===== src/design/nrzifr_pkg.sv =====
// nrzifr_pkg: shared constants and types for the nrzi bit recovery flag framer
// no dependencies; used by the frame interface and every design module

package nrzifr_pkg;

    localparam int SPB_W = 6;
    localparam logic [SPB_W-1:0] SPB_RESET = 6'd7;

    localparam int BYTE_W = 8;
    localparam int STAGE_W = 3;
    localparam int BIT_CNT_W = 3;

    localparam logic [BYTE_W-1:0] FLAG_BYTE = 8'h7E;
    localparam logic [BYTE_W-1:0] CONTROL_BYTE = 8'h03;
    localparam logic [BYTE_W-1:0] PID_BYTE = 8'hF0;

    localparam logic [STAGE_W-1:0] STAGE_HUNT = 3'd0;
    localparam logic [STAGE_W-1:0] STAGE_FLAG = 3'd1;
    localparam logic [STAGE_W-1:0] STAGE_ADDR = 3'd2;
    localparam logic [STAGE_W-1:0] STAGE_CTRL = 3'd3;
    localparam logic [STAGE_W-1:0] STAGE_PID = 3'd4;

    localparam int QUEUE_DEPTH = 4;

    typedef struct packed {
        logic valid;
        logic data;
    } bit_req_t;

endpackage


===== src/design/nrzifr_if.sv =====
// nrzifr_if: valid/ready channel interfaces for line samples and frame bytes
// depends on nrzifr_pkg

interface nrzifr_sample_if;
    logic valid;
    logic ready;
    logic line_sample;

    modport source (output valid, output line_sample, input ready);
    modport sink (input valid, input line_sample, output ready);
endinterface

interface nrzifr_frame_if;
    logic valid;
    logic ready;
    logic [nrzifr_pkg::BYTE_W-1:0] frame_byte;
    logic [nrzifr_pkg::STAGE_W-1:0] frame_stage;

    modport source (output valid, output frame_byte, output frame_stage, input ready);
    modport sink (input valid, input frame_byte, input frame_stage, output ready);
endinterface


===== src/design/nrzifr_front.sv =====
// nrzifr_front: edge detect and phase counter, turns line samples into nrzi bits
// depends on nrzifr_pkg

module nrzifr_front (
    input  logic                          clk,
    input  logic                          rst_n,
    input  logic                          sample_take,
    input  logic                          line_sample,
    input  logic [nrzifr_pkg::SPB_W-1:0]  bit_period,
    output nrzifr_pkg::bit_req_t          bit_out
);

    logic                         prev_level_reg, prev_level_next;
    logic                         first_seen_reg, first_seen_next;
    logic [nrzifr_pkg::SPB_W-1:0] phase_reg, phase_next;
    logic                         half_skip_reg, half_skip_next;
    logic [nrzifr_pkg::SPB_W-1:0] phase_base;
    logic                         half_skip_base;
    logic [nrzifr_pkg::SPB_W:0]   phase_inc;
    logic                         edge_bit;
    logic                         timeout;

    always_comb
    begin
        prev_level_next = prev_level_reg;
        first_seen_next = first_seen_reg;
        phase_base = phase_reg;
        half_skip_base = half_skip_reg;
        edge_bit = 1'b0;
        if (!first_seen_reg)
        begin
            first_seen_next = 1'b1;
            prev_level_next = line_sample;
        end
        else if (line_sample != prev_level_reg)
        begin
            prev_level_next = line_sample;
            phase_base = bit_period >> 1;
            half_skip_base = 1'b0;
            edge_bit = 1'b1;
        end

        phase_inc = {1'b0, phase_base} + {{nrzifr_pkg::SPB_W{1'b0}}, 1'b1};
        timeout = (bit_period != '0) && (phase_inc >= {1'b0, bit_period});

        half_skip_next = half_skip_base;
        bit_out.valid = edge_bit;
        bit_out.data = 1'b0;
        if (timeout)
        begin
            phase_next = '0;
            if (!half_skip_base)
            begin
                half_skip_next = 1'b1;
            end
            else
            begin
                bit_out.valid = 1'b1;
                bit_out.data = 1'b1;
            end
        end
        else
        begin
            phase_next = phase_inc[nrzifr_pkg::SPB_W-1:0];
        end

        bit_out.valid = bit_out.valid & sample_take;
    end

    always_ff @(posedge clk or negedge rst_n)
    begin
        if (!rst_n)
        begin
            prev_level_reg <= 1'b0;
            first_seen_reg <= 1'b0;
            phase_reg <= '0;
            half_skip_reg <= 1'b0;
        end
        else if (sample_take)
        begin
            prev_level_reg <= prev_level_next;
            first_seen_reg <= first_seen_next;
            phase_reg <= phase_next;
            half_skip_reg <= half_skip_next;
        end
    end

endmodule


===== src/design/nrzifr_fifo.sv =====
// nrzifr_fifo: short bit queue between bit recovery and the framer
// depends on nrzifr_pkg

module nrzifr_fifo #(
    parameter int DEPTH = nrzifr_pkg::QUEUE_DEPTH
) (
    input  logic                 clk,
    input  logic                 rst_n,
    input  nrzifr_pkg::bit_req_t push,
    output logic                 full,
    output nrzifr_pkg::bit_req_t head,
    input  logic                 pop
);

    localparam int IDX_W = (DEPTH > 1) ? $clog2(DEPTH) : 1;
    localparam int CNT_W = $clog2(DEPTH + 1);
    localparam logic [IDX_W-1:0] LAST_IDX = IDX_W'(DEPTH - 1);
    localparam logic [CNT_W-1:0] DEPTH_CNT = CNT_W'(DEPTH);

    logic [DEPTH-1:0] slot_reg;
    logic [IDX_W-1:0] wr_ptr_reg, wr_ptr_next;
    logic [IDX_W-1:0] rd_ptr_reg, rd_ptr_next;
    logic [CNT_W-1:0] count_reg, count_next;
    logic             do_push;
    logic             do_pop;

    assign full = (count_reg == DEPTH_CNT);
    assign head.valid = (count_reg != '0);
    assign head.data = slot_reg[rd_ptr_reg];
    assign do_push = push.valid && !full;
    assign do_pop = pop && head.valid;

    always_comb
    begin
        wr_ptr_next = wr_ptr_reg;
        rd_ptr_next = rd_ptr_reg;
        count_next = count_reg;
        if (do_push)
        begin
            wr_ptr_next = (wr_ptr_reg == LAST_IDX) ? '0 : wr_ptr_reg + 1'b1;
        end
        if (do_pop)
        begin
            rd_ptr_next = (rd_ptr_reg == LAST_IDX) ? '0 : rd_ptr_reg + 1'b1;
        end
        if (do_push && !do_pop)
        begin
            count_next = count_reg + 1'b1;
        end
        else if (do_pop && !do_push)
        begin
            count_next = count_reg - 1'b1;
        end
    end

    always_ff @(posedge clk)
    begin
        if (do_push)
        begin
            slot_reg[wr_ptr_reg] <= push.data;
        end
    end

    always_ff @(posedge clk or negedge rst_n)
    begin
        if (!rst_n)
        begin
            wr_ptr_reg <= '0;
            rd_ptr_reg <= '0;
            count_reg <= '0;
        end
        else
        begin
            wr_ptr_reg <= wr_ptr_next;
            rd_ptr_reg <= rd_ptr_next;
            count_reg <= count_next;
        end
    end

endmodule


===== src/design/nrzifr_back.sv =====
// nrzifr_back: flag hunt, byte assembly and frame stage tracking with output register
// depends on nrzifr_pkg and nrzifr_if

module nrzifr_back (
    input  logic                 clk,
    input  logic                 rst_n,
    input  nrzifr_pkg::bit_req_t head,
    output logic                 pop,
    nrzifr_frame_if.source       frame
);

    logic [nrzifr_pkg::BYTE_W-1:0]    window_reg, window_next;
    logic [nrzifr_pkg::BIT_CNT_W-1:0] bit_cnt_reg, bit_cnt_next;
    logic [nrzifr_pkg::STAGE_W-1:0]   stage_reg, stage_next;
    logic                             out_valid_reg;
    logic [nrzifr_pkg::BYTE_W-1:0]    out_byte_reg;
    logic [nrzifr_pkg::STAGE_W-1:0]   out_stage_reg;
    logic [nrzifr_pkg::BYTE_W-1:0]    shifted;
    logic [nrzifr_pkg::BIT_CNT_W-1:0] cnt_inc;
    logic                             emit;
    logic [nrzifr_pkg::BYTE_W-1:0]    emit_byte;

    assign pop = head.valid && (!out_valid_reg || frame.ready);
    assign frame.valid = out_valid_reg;
    assign frame.frame_byte = out_byte_reg;
    assign frame.frame_stage = out_stage_reg;

    always_comb
    begin
        shifted = {head.data, window_reg[nrzifr_pkg::BYTE_W-1:1]};
        cnt_inc = bit_cnt_reg + 1'b1;
        window_next = shifted;
        bit_cnt_next = bit_cnt_reg;
        stage_next = stage_reg;
        emit = 1'b0;
        emit_byte = shifted;
        if (stage_reg == nrzifr_pkg::STAGE_HUNT)
        begin
            if (shifted == nrzifr_pkg::FLAG_BYTE)
            begin
                stage_next = nrzifr_pkg::STAGE_FLAG;
                emit = 1'b1;
                window_next = '0;
                bit_cnt_next = '0;
            end
        end
        else
        begin
            bit_cnt_next = cnt_inc;
            if (cnt_inc == '0)
            begin
                emit = 1'b1;
                window_next = '0;
                case (stage_reg)
                    nrzifr_pkg::STAGE_FLAG:
                    begin
                        if (shifted != nrzifr_pkg::FLAG_BYTE)
                        begin
                            stage_next = nrzifr_pkg::STAGE_ADDR;
                        end
                    end
                    nrzifr_pkg::STAGE_ADDR:
                    begin
                        if (shifted == nrzifr_pkg::CONTROL_BYTE)
                        begin
                            stage_next = nrzifr_pkg::STAGE_CTRL;
                        end
                    end
                    nrzifr_pkg::STAGE_CTRL:
                    begin
                        if (shifted == nrzifr_pkg::PID_BYTE)
                        begin
                            stage_next = nrzifr_pkg::STAGE_PID;
                        end
                    end
                    default:
                    begin
                        stage_next = stage_reg;
                    end
                endcase
            end
        end
    end

    always_ff @(posedge clk or negedge rst_n)
    begin
        if (!rst_n)
        begin
            window_reg <= '0;
            bit_cnt_reg <= '0;
            stage_reg <= nrzifr_pkg::STAGE_HUNT;
            out_valid_reg <= 1'b0;
        end
        else
        begin
            if (pop)
            begin
                window_reg <= window_next;
                bit_cnt_reg <= bit_cnt_next;
                stage_reg <= stage_next;
            end
            if (pop && emit)
            begin
                out_valid_reg <= 1'b1;
            end
            else if (frame.ready)
            begin
                out_valid_reg <= 1'b0;
            end
        end
    end

    always_ff @(posedge clk)
    begin
        if (pop && emit)
        begin
            out_byte_reg <= emit_byte;
            out_stage_reg <= stage_next;
        end
    end

endmodule


===== src/design/nrzi_bit_recovery_flag_framer.sv =====
// channel   dir  payload                        notes
// sample    in   line_sample[0:0]               one sliced level per request
// frame     out  frame_byte[7:0], frame_stage   zero or one request per sample
// cfg       in   cfg_wr_en, cfg_wr_data[5:0]    samples per bit, write only
//
// one sample per cycle sustained while the queue is not full; a sample's bit enters the queue
// at the edge that accepts it, and a completed byte is presented on frame from the output register
// queued bits and frame stalls delay that byte; sample ready drops only when the queue fills
// rst_n clears all control state asynchronously, samples per bit resets to 7
// depends on nrzifr_pkg, nrzifr_if, nrzifr_front, nrzifr_fifo, nrzifr_back

module nrzi_bit_recovery_flag_framer #(
    parameter int QUEUE_DEPTH = nrzifr_pkg::QUEUE_DEPTH
) (
    input  logic                         clk,
    input  logic                         rst_n,
    input  logic                         cfg_wr_en,
    input  logic [nrzifr_pkg::SPB_W-1:0] cfg_wr_data,
    nrzifr_sample_if.sink                sample,
    nrzifr_frame_if.source               frame
);

    logic [nrzifr_pkg::SPB_W-1:0] spb_reg;
    logic                         queue_full;
    logic                         sample_take;
    logic                         pop;
    nrzifr_pkg::bit_req_t         bit_push;
    nrzifr_pkg::bit_req_t         bit_head;

    assign sample.ready = !queue_full;
    assign sample_take = sample.valid && !queue_full;

    always_ff @(posedge clk or negedge rst_n)
    begin
        if (!rst_n)
        begin
            spb_reg <= nrzifr_pkg::SPB_RESET;
        end
        else if (cfg_wr_en)
        begin
            spb_reg <= cfg_wr_data;
        end
    end

    nrzifr_front u_front (
        .clk         (clk),
        .rst_n       (rst_n),
        .sample_take (sample_take),
        .line_sample (sample.line_sample),
        .bit_period  (spb_reg),
        .bit_out     (bit_push)
    );

    nrzifr_fifo #(
        .DEPTH (QUEUE_DEPTH)
    ) u_fifo (
        .clk   (clk),
        .rst_n (rst_n),
        .push  (bit_push),
        .full  (queue_full),
        .head  (bit_head),
        .pop   (pop)
    );

    nrzifr_back u_back (
        .clk   (clk),
        .rst_n (rst_n),
        .head  (bit_head),
        .pop   (pop),
        .frame (frame)
    );

endmodule


===== src/flat_wrapper.sv =====
// flat-port wrapper written by rule: the top's interface ports become plain ports
module nrzi_bit_recovery_flag_framer_flat 
#(
    parameter int QUEUE_DEPTH = nrzifr_pkg::QUEUE_DEPTH
)
  (clk, rst_n, cfg_wr_en, cfg_wr_data, sample_valid, sample_line_sample, sample_ready, frame_valid, frame_frame_byte, frame_frame_stage, frame_ready);
  nrzifr_sample_if sample_i ();
  nrzifr_frame_if frame_i ();
  input  logic clk;
  input  logic rst_n;
  input  logic cfg_wr_en;
  input  logic [nrzifr_pkg::SPB_W-1:0] cfg_wr_data;
  input wire logic [$bits(sample_i.valid)-1:0] sample_valid;
  input wire logic [$bits(sample_i.line_sample)-1:0] sample_line_sample;
  output wire logic [$bits(sample_i.ready)-1:0] sample_ready;
  output wire logic [$bits(frame_i.valid)-1:0] frame_valid;
  output wire logic [$bits(frame_i.frame_byte)-1:0] frame_frame_byte;
  output wire logic [$bits(frame_i.frame_stage)-1:0] frame_frame_stage;
  input wire logic [$bits(frame_i.ready)-1:0] frame_ready;
  assign sample_i.valid = sample_valid;
  assign sample_i.line_sample = sample_line_sample;
  assign sample_ready = sample_i.ready;
  assign frame_valid = frame_i.valid;
  assign frame_frame_byte = frame_i.frame_byte;
  assign frame_frame_stage = frame_i.frame_stage;
  assign frame_i.ready = frame_ready;
  nrzi_bit_recovery_flag_framer #(.QUEUE_DEPTH(QUEUE_DEPTH)) u_core (.clk(clk), .rst_n(rst_n), .cfg_wr_en(cfg_wr_en), .cfg_wr_data(cfg_wr_data), .sample(sample_i), .frame(frame_i));
endmodule

===== config.mk =====
export PLATFORM = sky130hd
export DESIGN_NAME = nrzi_bit_recovery_flag_framer_flat
export DESIGN_NICKNAME = d
export VERILOG_FILES = /design/src/design/nrzifr_pkg.sv /design/src/design/nrzifr_if.sv /design/src/design/nrzifr_front.sv /design/src/design/nrzifr_fifo.sv /design/src/design/nrzifr_back.sv /design/src/design/nrzi_bit_recovery_flag_framer.sv /design/src/flat_wrapper.sv
export SDC_FILE = /design/constraint.sdc
export NUM_CORES = 1
export LEC_CHECK = 0
export BUFFER_PORTS_ARGS = -buffer_cell sky130_fd_sc_hd__buf_4
export CORE_ASPECT_RATIO = 1.5
export CORE_MARGIN = 10
export CORE_UTILIZATION = 49
export CTS_CLUSTER_DIAMETER = 50
export DETAILED_ROUTE_END_ITERATION = 10
export HOLD_SLACK_MARGIN = 0.12
export PLACE_DENSITY = 0.77
export SETUP_SLACK_MARGIN = 0.1
export SYNTH_ARGS = -nofsm -noshare
export SYNTH_HDL_FRONTEND = slang
export SYNTH_HIERARCHICAL = 1
export SYNTH_SLANG_ARGS = --single-unit

===== constraint.sdc =====
create_clock -name clk -period 5.99 [get_ports clk]
set_input_delay 0.2995 -clock clk [delete_from_list [all_inputs] [get_ports clk]]
set_output_delay 0.2995 -clock clk [all_outputs]
set_load 0.03 [all_outputs]

# Word level (Yosys, flattened, before mapping)
# Cells that the tools add are included.
[word_totals] regBits=52 input_bits=12 output_inout_bits=13 elab_cells=99
[op_classes] add_sub_neg=6 magnitude_cmp=4 eq_ne=13 n_mux=38 bitwise=1 reduce_logical=22
[ops] cell="$mux 3" count=10
[ops] cell="$mux 8" count=3
[ops] cell="$mux 6" count=3
[ops] cell="$mux 1" count=14
[ops] cell="$logic_and 1x1->1" count=9
[ops] cell="$pmux 3 s3" count=1
[ops] cell="$eq 8x2->1 const B" count=1
[ops] cell="$eq 8x7->1 const B" count=1
[ops] cell="$eq 8x8->1 const B" count=1
[ops] cell="$mux 2" count=4
[ops] cell="$ne 8x7->1 const B" count=1
[ops] cell="$add 6x1->7 const B" count=1
[ops] cell="$ge 7x6->1" count=1
[ops] cell="$add 3x1->3 const B" count=2
[ops] cell="$eq 3x2->1 const B" count=2
[ops] cell="$logic_not 3->1" count=2
[ops] cell="$lt 2x3->1 const B" count=2
[ops] cell="$reduce_bool 6->1" count=1
[ops] cell="$add 2x1->2 const B" count=2
[ops] cell="$bwmux 4" count=1
[ops] cell="$eq 2x2->1 const B" count=2
[ops] cell="$logic_not 1->1" count=4
[ops] cell="$ne 2x1->1 const B" count=2
[ops] cell="$reduce_and 2->1" count=2
[ops] cell="11 further kinds" count=12

# Logic depth before layout (Yosys ltp)
[logic_depth] ltp_word=13 mapped_depth=24 ltp_nobuf=21

# Hierarchy
# Netlist, hierarchy kept.
[by_module_without_submodules] module="nrzifr_back" n_inst=1 cells_each=83 area_per_inst_um2=1103.6 seq_area_each_um2=680.7
[by_module_without_submodules] module="nrzifr_front" n_inst=1 cells_each=86 area_per_inst_um2=747.0 seq_area_each_um2=225.2
[by_module_without_submodules] module="nrzifr_fifo" n_inst=1 cells_each=42 area_per_inst_um2=611.8 seq_area_each_um2=295.3
[by_module_without_submodules] module="nrzi_bit_recovery_flag_framer" n_inst=1 cells_each=15 area_per_inst_um2=265.3 seq_area_each_um2=153.9

# Worst setup path after synthesis
# No wires, ideal clock.
[synth_path] path_type="register -> register" startpoint="register u_core.u_front.prev_level_reg" endpoint="register u_core.u_fifo.count_reg[1]" setup_ns=0.125 arrival_time_ns=4.121 required_ns=5.865 setup_slack_ns=1.744 path_stages_with_launch=22 n_path_buf=3 synth_period_minus_slack_ns=4.246 path_cell_list="dfrtp_1 -> xor2_1 -> nand2_1 -> buf_2 -> o21ai_0 -> ha_1 -> nand3_1 -> xor2_1 -> mux2i_1 -> ha_1 -> a21o_1 -> a21oi_1 -> o2111ai_1 -> and3_1 -> buf_6 -> a31o_2 -> nor2b_2 -> buf_6 -> ha_1 -> inv_1 -> fa_1 -> mux2_2"
[synth_lines] item="start, declared" line_no="nrzifr_front.sv:13" source="logic prev_level_reg, prev_level_next;"
[synth_lines] item="start signal, assigned" line_no="nrzifr_front.sv:81" source="prev_level_reg <= prev_level_next;"
[synth_lines] item="end signal, assigned" line_no="nrzifr_fifo.sv:76" source="count_reg <= count_next;"
[synth_lines] item="end, declared" line_no="nrzifr_fifo.sv:23" source="logic [CNT_W-1:0] count_reg, count_next;"

==> results by group <==
Yosys
  – Syn Area/Cell: 12.07 um2
  – Syn Nets: 253
  – Cell count after synthesis: 226
  – Ys flop type: dfrtp_1
  – Synth area leaders: dfrtp_1, edfxtp_1, ha_1, mux2_4, dfstp_2
  – Post-synth ARST share: 0.7059
  – Post-synthesis register bit count: 51
  – Synth top area share: 0.3028
  – YS warnings: 6
  – Register area share after synthesis: 0.4968
  – Dominant cell by count in the synthesized netlist: dfrtp_1
  – Post-synth EDFFs: 15
  – Synth cell types: 54
  – Leading area contributor after synthesis: dfrtp_1
  – Mapped Area: 0.002728 mm2
  – Most frequent cells after synthesis: dfrtp_1, edfxtp_1, inv_1, ha_1, nand2_1

Global route
  – Total congestion overflow: 0
  – Overall Global Routing Usage: 0.1080
  – First-pass GRT wire length: 8.052 mm
  – Initial antenna violation count: 0
  – Vias in the first global route: 1,801
  – Largest net degree at the start of global routing: 37

Power and ir drop
  – Tot Pwr: 1311 uW
  – Worst VDD drop: 0.0002187 V
  – Pwr/cell area: 431.5 mW/mm2
  – Static leakage: 0.001350 uW

Clocking
  – CTS Buf Count: 5
  – Clock Tree Root: clkbuf_8
  – Post-cts repair resize count: 0
  – Clk sinks: 51
  – CTS Buffer Depth: 2
  – CTS clock-pin slew for the worst setup and hold paths: 100 ps
  – CTS tree: yes
  – Worst-skew pair later-pin latency: 310 ps
  – H-tree lvl count: 2

Routing
  – Vias per cell: 5.629
  – TritonRoute pass-1 iters: 4
  – Per-cell routed wire length: 14.73 um
  – Final ANT Viol Nets: 0
  – DR vias: 1,807
  – DRT iter0 DRCs: 116
  – Drt total wl: 4.729 mm
  – DRC viols: 0

Critical path
  – Crit start category: flip-flop
  – CP max stage cell: fa_1
  – Critical path peak fanout: 13
  – Worst Setup End Kind: flip-flop
  – Crit-path cells: xor2_1, nand2_1, o21ai_0, ha_1, nand3_1, xor2_1, mux2i_1, ha_1, a21o_1, a21oi_1, o2111ai_1, and3_1, a31o_2, nor2b_2, ha_1, inv_1, fa_1, mux2_2
  – Critical path data required time: 6190 ps
  – Kind of critical path: reg2reg
  – Largest delay share family, worst path: adder cells
  – CP bufs+invs: 1
  – Worst path arrival time: 4860 ps
  – Max stage delay on crit path: 400 ps
  – Most used cell, CP: ha_1

STA
  – Fin crit period: 4658 ps
  – Slew of the pin with the lowest slew margin: 862.1 ps
  – Setup_tns: 0 ps
  – Post-route clock skew: 11.19 ps
  – Relative slew slack: 0.4231
  – Max Clk Rate: 214.7 MHz
  – Fin worst setup slack: 1332 ps
  – Unrepaired setup endpoints after global routing: false
  – Final slew viol count: 0
  – Final setup fails: 0
  – Final worst path period share: 0.7777
  – Final hold violation count: 0

Final layout
  – Area Overhead vs Synth: 11.42%
  – Number of antenna diodes: 0
  – Fillcell total: 464
  – Layout Nets: 277
  – Layout cells sized above 1: 0.2629
  – Max reg flops: 8
  – Area occupied by multi-input gates: 0.001254 mm2
  – Register area: 0.001355 mm2

Die
  – Num rows: 33
  – Ports: 25
  – Die W: 80.92 um
  – Core area: 0.005450 mm2
  – Die extent in y: 111.4 um
  – DIE AREA: 0.009012 mm2
  – Initial Util: 0.5005

Placement
  – Detailed placer's ending HPWL: 3.446 mm
  – Final Wtd Congestion: 0.9391
  – Setup Slack @ Placement: 1360 ps
  – Port Buffers: 24

Worst hold path
  – Hold Crit Class: in2reg

Run
  – Max-cap violations: 0

Status
  – Status: finished, final reports clean
-- layout by cell type, fill, tap and decap left out, drive strengths merged, types with 3 or more instances in the layout --
master / netlist / layout
a21o: 3 / 3
a21oi: 7 / 7
a22o: 8 / 8
a31oi: 4 / 4
and2: 4 / 4
and3: 3 / 3
buf: 6 / 24
clkbuf: 2 / 5
dfrtp: 33 / 33
dfstp: 3 / 3
edfxtp: 15 / 15
ha: 14 / 14
inv: 15 / 16
mux2: 13 / 13
mux2i: 4 / 4
nand2: 15 / 15
nand3: 8 / 8
nor2: 12 / 12
nor2b: 4 / 4
o21ai: 8 / 8
o2bb2ai: 4 / 4
or2: 3 / 3
xnor2: 5 / 5
xor2: 5 / 5
-- final timing paths --
check	from	to	slack, ps	cells after the start
hold / removal	cfg_wr_data[3]	u_core/spb_reg[3]$_DFFE_PN0P_	220	2
setup reg to reg	u_core/u_front/prev_level_reg$_DFFE_PN0P_	u_core/u_fifo/count_reg[1]$_DFFE_PN0P_	1330	18
min in group asynchronous	rst_n	u_core/u_back/bit_cnt_reg[1]$_DFFE_PN0P_	480	2
setup / recovery	u_core/u_front/prev_level_reg$_DFFE_PN0P_	u_core/u_fifo/count_reg[1]$_DFFE_PN0P_	1330	18
hold reg to reg	u_core/u_back/bit_cnt_reg[2]$_DFFE_PN0P_	u_core/u_back/bit_cnt_reg[2]$_DFFE_PN0P_	520	1
max in group asynchronous	rst_n	u_core/spb_reg[2]$_DFFE_PN1P_	5150	2
-- layer usage --
layer	share of wire	track usage
met4	0.018	0.04983
met5	0	0
met1	0.42	0.1240
met3	0.059	0.03060
met2	0.50	0.1786
-- stage by stage --
stage,area [um2],utilization,hold slack [ps],instances
finish,3039,0.5576,215.5,321
global route,3039,0.5576,203.9,321
CTS,3039,0.5576,209.5,321
detailed placement,2933,0.5381,295.3,312
global placement,2933,0.5381,291.1,312
floorplan,2728,-,3.909,226
-- area by class of cell --
class,count,area share
Sequential cell,51,0.4459
Timing Repair Buffer,25,0.06258
Inverter,15,0.01853
Clock inverter,3,0.009057
Clock buffer,5,0.02264
Tap cell,70,0.02882
Multi-Input combinational cell,152,0.4125
-- cell families (layout without fill, tap and decap cells) --
family,after synthesis,count (layout),share of synthesized area
simple gates,63,63,0.1399
flops,51,51,0.4968
compound gates,46,46,0.1271
buf+inv,23,48,0.04358
mux,18,18,0.08899
fa+ha+maj,15,15,0.07156
xor+xnor,10,10,0.03211
-- power breakdown --
| group | switching [uW] | internal, uW | total, uW |
|---|---|---|---|
| registers | 113 | 466 | 580 |
| logic | 261 | 261 | 522 |
| clock network | 124 | 86.0 | 210 |
| total | 498 | 814 | 1310 |
-- timing repair --
item / CTS / global route
buffers inserted: 0 / 0
hold endpoints to repair: 33 / 0
hold buffers: 1 / 0
No activity file was read; power rests on OpenSTA's default activity.
